[config.mk]
export PLATFORM = sky130hd
export DESIGN_NAME = order_book_snapshot_table
export DESIGN_NICKNAME = d
export VERILOG_FILES = /design/src/sv/obst_pkg.sv /design/src/sv/obst_ram.sv /design/src/sv/obst_ctrl.sv /design/src/sv/obst_dp.sv /design/src/sv/order_book_snapshot_table.sv
export SDC_FILE = /design/constraint.sdc
export NUM_CORES = 2
export LEC_CHECK = 0
export BUFFER_PORTS_ARGS = -buffer_cell sky130_fd_sc_hd__buf_2
export CAP_MARGIN = 20
export CORE_AREA = 2 2 650 652
export CTS_CLUSTER_SIZE = 14
export DETAILED_ROUTE_END_ITERATION = 10
export DIE_AREA = 0 0 652 654
export PLACE_DENSITY = 0.58
export SLEW_MARGIN = 20
export SYNTH_ARGS = -nofsm -noshare
export SYNTH_HDL_FRONTEND = slang
export SYNTH_SLANG_ARGS = --single-unit
[constraint.sdc]
create_clock -name clk -period 10.3 [get_ports clk]
set_input_delay 2.06 -clock clk [delete_from_list [all_inputs] [get_ports clk]]
set_output_delay 2.06 -clock clk [all_outputs]
set_load 0.02 [all_outputs]
[src/sv/obst_pkg.sv]
// Package for the order book snapshot table: sizes, field widths, codes,
// the stored order word and the controller/datapath interface structs.
// Depends on nothing.
package obst_pkg;

    localparam int INSTRUMENTS          = 4;
    localparam int SLOTS_PER_INSTRUMENT = 8;
    localparam int TABLE_SIZE           = INSTRUMENTS * SLOTS_PER_INSTRUMENT;

    localparam int ENTRY_W = (TABLE_SIZE > 1) ? $clog2(TABLE_SIZE) : 1;
    localparam int INST_CW = (INSTRUMENTS > 1) ? $clog2(INSTRUMENTS) : 1;
    localparam int SLOT_CW = (SLOTS_PER_INSTRUMENT > 1) ? $clog2(SLOTS_PER_INSTRUMENT) : 1;

    localparam int CMD_W    = 3;
    localparam int SEQ_W    = 32;
    localparam int INST_W   = 2;
    localparam int SLOT_W   = 3;
    localparam int PRICE_W  = 32;
    localparam int QTY_W    = 32;
    localparam int PRIO_W   = 32;
    localparam int KIND_W   = 3;
    localparam int INDEX_W  = 6;
    localparam int STATUS_W = 3;

    localparam logic [CMD_W-1:0] CMD_ADD      = 3'd0;
    localparam logic [CMD_W-1:0] CMD_MODIFY   = 3'd1;
    localparam logic [CMD_W-1:0] CMD_CANCEL   = 3'd2;
    localparam logic [CMD_W-1:0] CMD_SNAPSHOT = 3'd4;

    localparam logic [KIND_W-1:0] KIND_STATUS = 3'd0;
    localparam logic [KIND_W-1:0] KIND_START  = 3'd1;
    localparam logic [KIND_W-1:0] KIND_CLEAR  = 3'd2;
    localparam logic [KIND_W-1:0] KIND_ORDER  = 3'd3;
    localparam logic [KIND_W-1:0] KIND_END    = 3'd4;

    localparam logic [STATUS_W-1:0] STS_OK       = 3'd0;
    localparam logic [STATUS_W-1:0] STS_EXISTS   = 3'd1;
    localparam logic [STATUS_W-1:0] STS_MISSING  = 3'd2;
    localparam logic [STATUS_W-1:0] STS_MISMATCH = 3'd3;
    localparam logic [STATUS_W-1:0] STS_GAP      = 3'd4;

    typedef struct packed {
        logic                      side;
        logic signed [PRICE_W-1:0] price;
        logic        [QTY_W-1:0]   qty;
        logic        [PRIO_W-1:0]  prio;
    } obst_entry_t;

    localparam int ENTRY_DATA_W = $bits(obst_entry_t);

    typedef enum logic [2:0] {
        S_IDLE,
        S_UPDATE,
        S_SNAP_START,
        S_CLEAR,
        S_SCAN,
        S_SNAP_END
    } obst_state_t;

    typedef struct packed {
        logic accept;
        logic do_update;
        logic emit_start;
        logic emit_clear;
        logic scan;
        logic emit_end;
    } obst_cmd_t;

    typedef struct packed {
        logic snap_req;
        logic last_slot;
        logic last_inst;
    } obst_stat_t;

endpackage

[src/sv/obst_ram.sv]
// Generic single-port-write, single-port-read RAM with registered read data.
// Depends on nothing.
module obst_ram #(
    parameter int WIDTH  = 8,
    parameter int DEPTH  = 16,
    parameter int ADDR_W = (DEPTH > 1) ? $clog2(DEPTH) : 1
) (
    input  logic              clk,
    input  logic              we,
    input  logic [ADDR_W-1:0] waddr,
    input  logic [WIDTH-1:0]  wdata,
    input  logic [ADDR_W-1:0] raddr,
    output logic [WIDTH-1:0]  rdata
);

    logic [WIDTH-1:0] mem [DEPTH];
    logic [WIDTH-1:0] rdata_reg;

    always_ff @(posedge clk)
    begin
        if (we)
        begin
            mem[waddr] <= wdata;
        end
        rdata_reg <= mem[raddr];
    end

    assign rdata = rdata_reg;

endmodule

[src/sv/obst_ctrl.sv]
// Sequencer for the order book snapshot table: update and snapshot phases.
// Depends on obst_pkg.
module obst_ctrl
    import obst_pkg::*;
(
    input  logic       clk,
    input  logic       rst_n,
    input  logic       start,
    input  obst_stat_t stat,
    output obst_cmd_t  cmd,
    output logic       busy
);

    obst_state_t state_reg;
    obst_state_t state_next;

    always_ff @(posedge clk or negedge rst_n)
    begin
        if (!rst_n)
        begin
            state_reg <= S_IDLE;
        end
        else
        begin
            state_reg <= state_next;
        end
    end

    always_comb
    begin
        state_next = state_reg;
        cmd        = '0;
        busy       = 1'b1;
        case (state_reg)
            S_IDLE:
            begin
                busy = 1'b0;
                if (start)
                begin
                    cmd.accept = 1'b1;
                    state_next = stat.snap_req ? S_SNAP_START : S_UPDATE;
                end
            end
            S_UPDATE:
            begin
                cmd.do_update = 1'b1;
                state_next    = S_IDLE;
            end
            S_SNAP_START:
            begin
                cmd.emit_start = 1'b1;
                state_next     = S_CLEAR;
            end
            S_CLEAR:
            begin
                cmd.emit_clear = 1'b1;
                state_next     = S_SCAN;
            end
            S_SCAN:
            begin
                cmd.scan = 1'b1;
                if (stat.last_slot)
                begin
                    state_next = stat.last_inst ? S_SNAP_END : S_CLEAR;
                end
            end
            S_SNAP_END:
            begin
                cmd.emit_end = 1'b1;
                state_next   = S_IDLE;
            end
            default:
            begin
                state_next = S_IDLE;
            end
        endcase
    end

endmodule

[src/sv/obst_dp.sv]
// Datapath for the order book snapshot table: request capture, order RAM,
// valid flags, sequence check, scan counters and result registers.
// Depends on obst_pkg and obst_ram.
module obst_dp
    import obst_pkg::*;
(
    input  logic                       clk,
    input  logic                       rst_n,
    input  obst_cmd_t                  cmd,
    output obst_stat_t                 stat,
    input  logic [CMD_W-1:0]           command,
    input  logic [SEQ_W-1:0]           sequence_req,
    input  logic [INST_W-1:0]          instrument,
    input  logic [SLOT_W-1:0]          slot,
    input  logic                       sell_side,
    input  logic signed [PRICE_W-1:0]  price,
    input  logic [QTY_W-1:0]           quantity,
    input  logic [PRIO_W-1:0]          queue_priority,
    output logic                       strobe,
    output logic [KIND_W-1:0]          kind,
    output logic [INDEX_W-1:0]         snap_index,
    output logic [INST_W-1:0]          out_instrument,
    output logic [SLOT_W-1:0]          out_slot,
    output logic                       out_sell_side,
    output logic signed [PRICE_W-1:0]  out_price,
    output logic [QTY_W-1:0]           out_quantity,
    output logic [PRIO_W-1:0]          out_priority,
    output logic [SEQ_W-1:0]           seq_reference,
    output logic [STATUS_W-1:0]        status,
    output logic                       last
);

    logic [CMD_W-1:0]          req_cmd_reg;
    logic [SEQ_W-1:0]          req_seq_reg;
    logic [INST_W-1:0]         req_inst_reg;
    logic [SLOT_W-1:0]         req_slot_reg;
    logic                      req_side_reg;
    logic signed [PRICE_W-1:0] req_price_reg;
    logic [QTY_W-1:0]          req_qty_reg;
    logic [PRIO_W-1:0]         req_prio_reg;
    logic [ENTRY_W-1:0]        req_entry_reg;

    logic [TABLE_SIZE-1:0]     valid_reg;
    logic [TABLE_SIZE-1:0]     valid_next;
    logic [SEQ_W-1:0]          last_seq_reg;
    logic [SEQ_W-1:0]          last_seq_next;
    logic [INST_CW-1:0]        scan_inst_reg;
    logic [INST_CW-1:0]        scan_inst_next;
    logic [SLOT_CW-1:0]        scan_slot_reg;
    logic [SLOT_CW-1:0]        scan_slot_next;
    logic [ENTRY_W-1:0]        scan_entry_reg;
    logic [ENTRY_W-1:0]        scan_entry_next;
    logic [INDEX_W-1:0]        snap_idx_reg;
    logic [INDEX_W-1:0]        snap_idx_next;

    logic                      strobe_reg;
    logic                      strobe_next;
    logic [KIND_W-1:0]         kind_reg;
    logic [KIND_W-1:0]         kind_next;
    logic [INDEX_W-1:0]        index_reg;
    logic [INDEX_W-1:0]        index_next;
    logic [INST_W-1:0]         o_inst_reg;
    logic [INST_W-1:0]         o_inst_next;
    logic [SLOT_W-1:0]         o_slot_reg;
    logic [SLOT_W-1:0]         o_slot_next;
    logic                      o_side_reg;
    logic                      o_side_next;
    logic signed [PRICE_W-1:0] o_price_reg;
    logic signed [PRICE_W-1:0] o_price_next;
    logic [QTY_W-1:0]          o_qty_reg;
    logic [QTY_W-1:0]          o_qty_next;
    logic [PRIO_W-1:0]         o_prio_reg;
    logic [PRIO_W-1:0]         o_prio_next;
    logic [SEQ_W-1:0]          seq_ref_reg;
    logic [SEQ_W-1:0]          seq_ref_next;
    logic [STATUS_W-1:0]       status_reg;
    logic [STATUS_W-1:0]       status_next;
    logic                      last_reg;
    logic                      last_next;

    logic [ENTRY_W-1:0]        accept_entry;
    logic [ENTRY_W-1:0]        ram_raddr;
    logic                      ram_we;
    obst_entry_t               ram_wdata;
    logic [ENTRY_DATA_W-1:0]   ram_rdata;
    obst_entry_t               rd_entry;
    logic                      seq_ok;
    logic                      in_range;

    obst_ram #(
        .WIDTH (ENTRY_DATA_W),
        .DEPTH (TABLE_SIZE)
    ) u_table (
        .clk   (clk),
        .we    (ram_we),
        .waddr (req_entry_reg),
        .wdata (ram_wdata),
        .raddr (ram_raddr),
        .rdata (ram_rdata)
    );

    assign rd_entry     = obst_entry_t'(ram_rdata);
    assign accept_entry = ENTRY_W'(int'(instrument) * SLOTS_PER_INSTRUMENT + int'(slot));
    assign seq_ok       = (req_seq_reg == last_seq_reg + 1'b1);
    assign in_range     = (int'(req_inst_reg) < INSTRUMENTS) &&
                          (int'(req_slot_reg) < SLOTS_PER_INSTRUMENT);

    assign stat.snap_req  = (command == CMD_SNAPSHOT);
    assign stat.last_slot = (scan_slot_reg == SLOT_CW'(SLOTS_PER_INSTRUMENT - 1));
    assign stat.last_inst = (scan_inst_reg == INST_CW'(INSTRUMENTS - 1));

    always_comb
    begin
        if (cmd.accept)
        begin
            ram_raddr = accept_entry;
        end
        else if (cmd.emit_clear)
        begin
            ram_raddr = scan_entry_reg;
        end
        else
        begin
            ram_raddr = scan_entry_reg + 1'b1;
        end
    end

    always_comb
    begin
        strobe_next     = 1'b0;
        kind_next       = KIND_STATUS;
        index_next      = '0;
        o_inst_next     = '0;
        o_slot_next     = '0;
        o_side_next     = 1'b0;
        o_price_next    = '0;
        o_qty_next      = '0;
        o_prio_next     = '0;
        seq_ref_next    = '0;
        status_next     = STS_OK;
        last_next       = 1'b0;
        valid_next      = valid_reg;
        last_seq_next   = last_seq_reg;
        scan_inst_next  = scan_inst_reg;
        scan_slot_next  = scan_slot_reg;
        scan_entry_next = scan_entry_reg;
        snap_idx_next   = snap_idx_reg;
        ram_we          = 1'b0;
        ram_wdata       = '{side: req_side_reg, price: req_price_reg,
                            qty: req_qty_reg, prio: req_prio_reg};

        if (cmd.do_update)
        begin
            strobe_next = 1'b1;
            last_next   = 1'b1;
            if (!seq_ok)
            begin
                status_next = STS_GAP;
            end
            else
            begin
                last_seq_next = req_seq_reg;
                if (!(req_cmd_reg inside {CMD_ADD, CMD_MODIFY, CMD_CANCEL}))
                begin
                    status_next = STS_OK;
                end
                else if (!in_range)
                begin
                    status_next = STS_MISSING;
                end
                else if (req_cmd_reg == CMD_ADD)
                begin
                    if (valid_reg[req_entry_reg])
                    begin
                        status_next = STS_EXISTS;
                    end
                    else
                    begin
                        ram_we                    = 1'b1;
                        valid_next[req_entry_reg] = 1'b1;
                    end
                end
                else if (!valid_reg[req_entry_reg])
                begin
                    status_next = STS_MISSING;
                end
                else if (rd_entry.side != req_side_reg)
                begin
                    status_next = STS_MISMATCH;
                end
                else if (req_cmd_reg == CMD_MODIFY)
                begin
                    ram_we         = 1'b1;
                    ram_wdata.side = rd_entry.side;
                    ram_wdata.prio = rd_entry.prio;
                end
                else
                begin
                    valid_next[req_entry_reg] = 1'b0;
                end
            end
        end

        if (cmd.emit_start)
        begin
            strobe_next     = 1'b1;
            kind_next       = KIND_START;
            seq_ref_next    = last_seq_reg;
            snap_idx_next   = INDEX_W'(1);
            scan_inst_next  = '0;
            scan_slot_next  = '0;
            scan_entry_next = '0;
        end

        if (cmd.emit_clear)
        begin
            strobe_next    = 1'b1;
            kind_next      = KIND_CLEAR;
            index_next     = snap_idx_reg;
            o_inst_next    = INST_W'(scan_inst_reg);
            snap_idx_next  = snap_idx_reg + 1'b1;
            scan_slot_next = '0;
        end

        if (cmd.scan)
        begin
            strobe_next     = valid_reg[scan_entry_reg];
            kind_next       = KIND_ORDER;
            index_next      = snap_idx_reg;
            o_inst_next     = INST_W'(scan_inst_reg);
            o_slot_next     = SLOT_W'(scan_slot_reg);
            o_side_next     = rd_entry.side;
            o_price_next    = rd_entry.price;
            o_qty_next      = rd_entry.qty;
            o_prio_next     = rd_entry.prio;
            scan_entry_next = scan_entry_reg + 1'b1;
            if (valid_reg[scan_entry_reg])
            begin
                snap_idx_next = snap_idx_reg + 1'b1;
            end
            if (stat.last_slot)
            begin
                scan_inst_next = scan_inst_reg + 1'b1;
            end
            else
            begin
                scan_slot_next = scan_slot_reg + 1'b1;
            end
        end

        if (cmd.emit_end)
        begin
            strobe_next  = 1'b1;
            kind_next    = KIND_END;
            index_next   = snap_idx_reg;
            seq_ref_next = last_seq_reg;
            last_next    = 1'b1;
        end
    end

    always_ff @(posedge clk)
    begin
        if (cmd.accept)
        begin
            req_cmd_reg   <= command;
            req_seq_reg   <= sequence_req;
            req_inst_reg  <= instrument;
            req_slot_reg  <= slot;
            req_side_reg  <= sell_side;
            req_price_reg <= price;
            req_qty_reg   <= quantity;
            req_prio_reg  <= queue_priority;
            req_entry_reg <= accept_entry;
        end
        kind_reg    <= kind_next;
        index_reg   <= index_next;
        o_inst_reg  <= o_inst_next;
        o_slot_reg  <= o_slot_next;
        o_side_reg  <= o_side_next;
        o_price_reg <= o_price_next;
        o_qty_reg   <= o_qty_next;
        o_prio_reg  <= o_prio_next;
        seq_ref_reg <= seq_ref_next;
        status_reg  <= status_next;
        last_reg    <= last_next;
    end

    always_ff @(posedge clk or negedge rst_n)
    begin
        if (!rst_n)
        begin
            valid_reg      <= '0;
            last_seq_reg   <= '0;
            scan_inst_reg  <= '0;
            scan_slot_reg  <= '0;
            scan_entry_reg <= '0;
            snap_idx_reg   <= '0;
            strobe_reg     <= 1'b0;
        end
        else
        begin
            valid_reg      <= valid_next;
            last_seq_reg   <= last_seq_next;
            scan_inst_reg  <= scan_inst_next;
            scan_slot_reg  <= scan_slot_next;
            scan_entry_reg <= scan_entry_next;
            snap_idx_reg   <= snap_idx_next;
            strobe_reg     <= strobe_next;
        end
    end

    assign strobe         = strobe_reg;
    assign kind           = kind_reg;
    assign snap_index     = index_reg;
    assign out_instrument = o_inst_reg;
    assign out_slot       = o_slot_reg;
    assign out_sell_side  = o_side_reg;
    assign out_price      = o_price_reg;
    assign out_quantity   = o_qty_reg;
    assign out_priority   = o_prio_reg;
    assign seq_reference  = seq_ref_reg;
    assign status         = status_reg;
    assign last           = last_reg;

endmodule

[src/sv/order_book_snapshot_table.sv]
// Top level of the order book snapshot table.
// Depends on obst_pkg, obst_ctrl and obst_dp.
//
// Usage:
//   A word is taken on a rising edge with start high and busy low. Commands
//   add, modify, cancel and other updates give one status word; a snapshot
//   gives a start marker, a clear marker per instrument followed by its live
//   orders in slot order, and an end marker. Each result word is on the
//   output ports for one cycle with strobe high; last marks the final word.
//   The first result word is registered: it is formed in the state entered
//   at the accepting edge. An update keeps busy high for one cycle, and no
//   word is taken while busy is high. A snapshot keeps busy high through the
//   start state, a clear state and a scan state per instrument, and the end
//   state; the table RAM is read one slot per cycle during the scans.
//   The receiver cannot stall; every word is taken on the cycle it is shown.
//   Reset empties the table at once through per-slot valid flags and sets
//   the last sequence number to zero; no clearing pass is needed.
module order_book_snapshot_table
    import obst_pkg::*;
(
    input  logic                       clk,
    input  logic                       rst_n,
    input  logic                       start,
    output logic                       busy,
    input  logic [CMD_W-1:0]           command,
    input  logic [SEQ_W-1:0]           sequence_req,
    input  logic [INST_W-1:0]          instrument,
    input  logic [SLOT_W-1:0]          slot,
    input  logic                       sell_side,
    input  logic signed [PRICE_W-1:0]  price,
    input  logic [QTY_W-1:0]           quantity,
    input  logic [PRIO_W-1:0]          queue_priority,
    output logic                       strobe,
    output logic [KIND_W-1:0]          kind,
    output logic [INDEX_W-1:0]         snap_index,
    output logic [INST_W-1:0]          out_instrument,
    output logic [SLOT_W-1:0]          out_slot,
    output logic                       out_sell_side,
    output logic signed [PRICE_W-1:0]  out_price,
    output logic [QTY_W-1:0]           out_quantity,
    output logic [PRIO_W-1:0]          out_priority,
    output logic [SEQ_W-1:0]           seq_reference,
    output logic [STATUS_W-1:0]        status,
    output logic                       last
);

    obst_cmd_t  cmd;
    obst_stat_t stat;

    obst_ctrl u_ctrl (
        .clk   (clk),
        .rst_n (rst_n),
        .start (start),
        .stat  (stat),
        .cmd   (cmd),
        .busy  (busy)
    );

    obst_dp u_dp (
        .clk            (clk),
        .rst_n          (rst_n),
        .cmd            (cmd),
        .stat           (stat),
        .command        (command),
        .sequence_req   (sequence_req),
        .instrument     (instrument),
        .slot           (slot),
        .sell_side      (sell_side),
        .price          (price),
        .quantity       (quantity),
        .queue_priority (queue_priority),
        .strobe         (strobe),
        .kind           (kind),
        .snap_index     (snap_index),
        .out_instrument (out_instrument),
        .out_slot       (out_slot),
        .out_sell_side  (out_sell_side),
        .out_price      (out_price),
        .out_quantity   (out_quantity),
        .out_priority   (out_priority),
        .seq_reference  (seq_reference),
        .status         (status),
        .last           (last)
    );

endmodule

==> metrics.md <==
| Metric | Value |
|---|---|
| Status | `finished, final reports clean` |
| Worst-case headroom to the max-slew limit | `23.40%` |
| Crit path max fanout | `33` |
| Mapped Cells | `6374` |
| CP Launch Type | `flop` |
| Final wirelength | `349700 µm` |
| R2R Path Start | `u_dp.last_seq_reg[10]` |
| Fin nets | `6963` |
| Layout cells sized above 1 | `26.82%` |
| Via count | `64890` |
| CTS Buffer Depth | `4` |
| CTS root buffer | `clkbuf_16` |
| Crit path arrival time | `6710 ps` |
| GRT Overall Usage | `15.99%` |
| WP data required | `10860 ps` |
| First-pass GRT wire length | `493000 µm` |
| Number of max-cap violations | `0` |
| Post-cts resize count | `0` |
| CTS tree | `built` |
| Final min period | `6155 ps` |
| Final critical-path share of the clock period | `59.75%` |
| Mapped Avg Cell Area | `21.01 µm²` |
| Overflow after GRT | `0` |
| Ports | `289` |
| Total CTS buffers | `370` |
| Net switching power of the design | `11.73 mW` |
| Die ar. | `426400 µm²` |
| Synth Cell Area | `133900 µm²` |
| Synthesis warning total | `0` |
| Async set-reset flop share out of synthesis | `2.354%` |
| H-tree depth | `5` |
| Per-cell routed wire length | `27.62 µm` |
| Clk slew on worst S/H paths | `60 ps` |
| 1st-iter DRT viols | `7095` |
| Hold Crit Class | `flop to flop` |
| Chip Width | `652 µm` |
| Max-slew violation count | `0` |
| Sequential power share | `44.3%` |
| DRC violations left | `0` |
| Inst Count DP | `11961` |
| Vias in the first global route | `66587` |
| Leakage power | `49.29 nW` |
| Initial antenna violation count | `41` |
| #FFs+latches synth | `3569` |
| Post-synth cell types | `63` |
| Fillers | `38059` |
| Clock power frac | `32.7%` |
| Core ar. | `419300 µm²` |
| DR pass1 iterations | `7` |
| F_max | `162.5 MHz` |
| Pint | `28.94 mW` |
| VDD IR max | `276.9 µV` |
| Worst-Skew Late Latency | `960 ps` |
| PD cells | `262.4 nW/µm²` |
| # port buffers | `288` |
| Largest net degree at the start of global routing | `148` |
| Switching fraction of total power | `28.84%` |
| Fin. Hold Viols | `0` |
| Setup Crit Path Kind | `flop to flop` |
| Setup crit end kind | `flop` |
| Final non-filler cell total | `12660` |
| Worst setup startpoint | `u_dp.last_seq_reg[10]` |
| Ys flop type | `edfxtp_1` |
| Hpwl dp | `169200 µm` |
| Chip Height | `654 µm` |
| RSZ-0062 raised after global routing | `no` |
| # Post-CTS Setup Buffers | `0` |
| Worst-margin pin slew | `1146 ps` |
| Hold Buf Count CTS | `0` |
| Site Rows | `238` |
| Final GP Congestion | `0.7517` |
| Register area share after synthesis | `77.89%` |
| Syn-to-layout area delta | `15.71%` |
| Post-DRT Antenna Nets | `0` |
| Worst Hold Launch | `u_dp.u_table.rdata[34]` |
| Total negative slack | `0 ps` |
| Max reg flops | `3104` |
| Vias per inst | `5.126` |
| EDFF count, synth | `3241` |
| Clock Sinks | `3569` |
| Most frequent cells in the layout | `edfxtp_1 (3241), mux4_2 (796), nand2_1 (435), clkbuf_16 (375), buf_2 (287)` |
| Comb power frac | `23.0%` |
| Most common cell after layout, fill and taps aside | `edfxtp_1` |
| Initial Util | `31.94%` |
| Skew final | `43.59 ps` |
| Post-Synthesis Net Count | `6520` |
| # setup viols final | `0` |
| Worst hold slack | `441.1 ps` |
==> through the flow <==
stage,instance area [µm²],power [mW],utilization (%),setup WS (ps)
CTS,154900,41.14,36.93,3492
global placement,142700,27.69,34.04,3468
detailed placement,142800,27.82,34.06,3518
floorplan,133900,24.67,-,2491
global route,154900,42.31,36.96,3900
finish,155000,40.66,36.96,4145
==> area by class of cell <==
class                      count  area [µm²]  area share (%)
antenna                       12       30.03         0.01938
clock buffer                 491       10100           6.517
clock inverter               192        1963           1.267
inverter                      12       45.04         0.02907
multi-input combinational   2454       28630           18.48
sequential                  3569      104300           67.31
tap                         5520        6907           4.457
timing repair buffer         410        2978           1.922
==> worst max-delay path, stage by stage (launching register included) <==
cell	delay, ps
dfrtp_1	490
nand4_1	250
or4_4	600
or4_1	560
xnor2_1	350
nand4_1	150
nor4_1	780
buf_4	270
nand4b_1	340
buf_6	310
nor2_4	890
buf_4	760
==> metal layers <==
metal	vias to the layer above	wire length, µm	GRT usage (%)
met5	-	87	0
met4	14	9009	4.431
met3	546	24500	2.900
met2	2456	170000	26.57
met1	34925	146100	21.56
li1	26949	-	-
==> power by group through the flow <==
| stage | logic [mW] | registers (mW) | clock network (mW) |
|---|---|---|---|
| after floorplan | 6.81 | 17.9 | 0 |
| after global placement | 9.39 | 18.3 | 0 |
| after detailed placement | 9.48 | 18.3 | 0 |
| after CTS | 9.51 | 18.1 | 13.6 |
| after global routing | 10.1 | 18.1 | 14.1 |
| final | 9.36 | 18.0 | 13.3 |
==> cell usage after synthesis, drive strengths merged (38+ instances only) <==
master	instances	share of area, %
mux4	796	13
or3	101	0.47
o22ai	101	0.47
dfxtp	244	3.6
and2	110	0.51
a21oi	203	0.76
nor3	50	0.19
edfxtp	3241	73
nand2	438	1.2
nor2	70	0.20
clkbuf	215	0.60
nand3	51	0.20
mux2i	200	1.5
mux2	99	0.92
nor2b	38	0.18
buf	124	0.37
dfrtp	84	1.6
==> final timing paths <==
check / to / slack [ps] / cells past startpoint
max: u_dp.u_table.mem[7][54] / 4150 / 11
min: u_dp.out_quantity[2] / 440 / 1
max reg2reg: u_dp.u_table.mem[7][54] / 4150 / 11
min reg2reg: u_dp.out_quantity[2] / 440 / 1
max in group asynchronous: async pin / 8100 / 2
min in group asynchronous: u_dp.last_seq_reg[5] / 1030 / 1
==> kinds of logic after synthesis <==
family,after synthesis,synth area share (%)
DFF,3569,77.89
and+or+nand+nor,933,3.377
adders and majority gates,7,0.06353
muxes,1095,15.80
xor gates and xnor gates,46,0.3008
AOI/OAI and AO/OA,373,1.566
buffers and inverters,351,1.007
No activity file was read; power rests on OpenSTA's default activity.
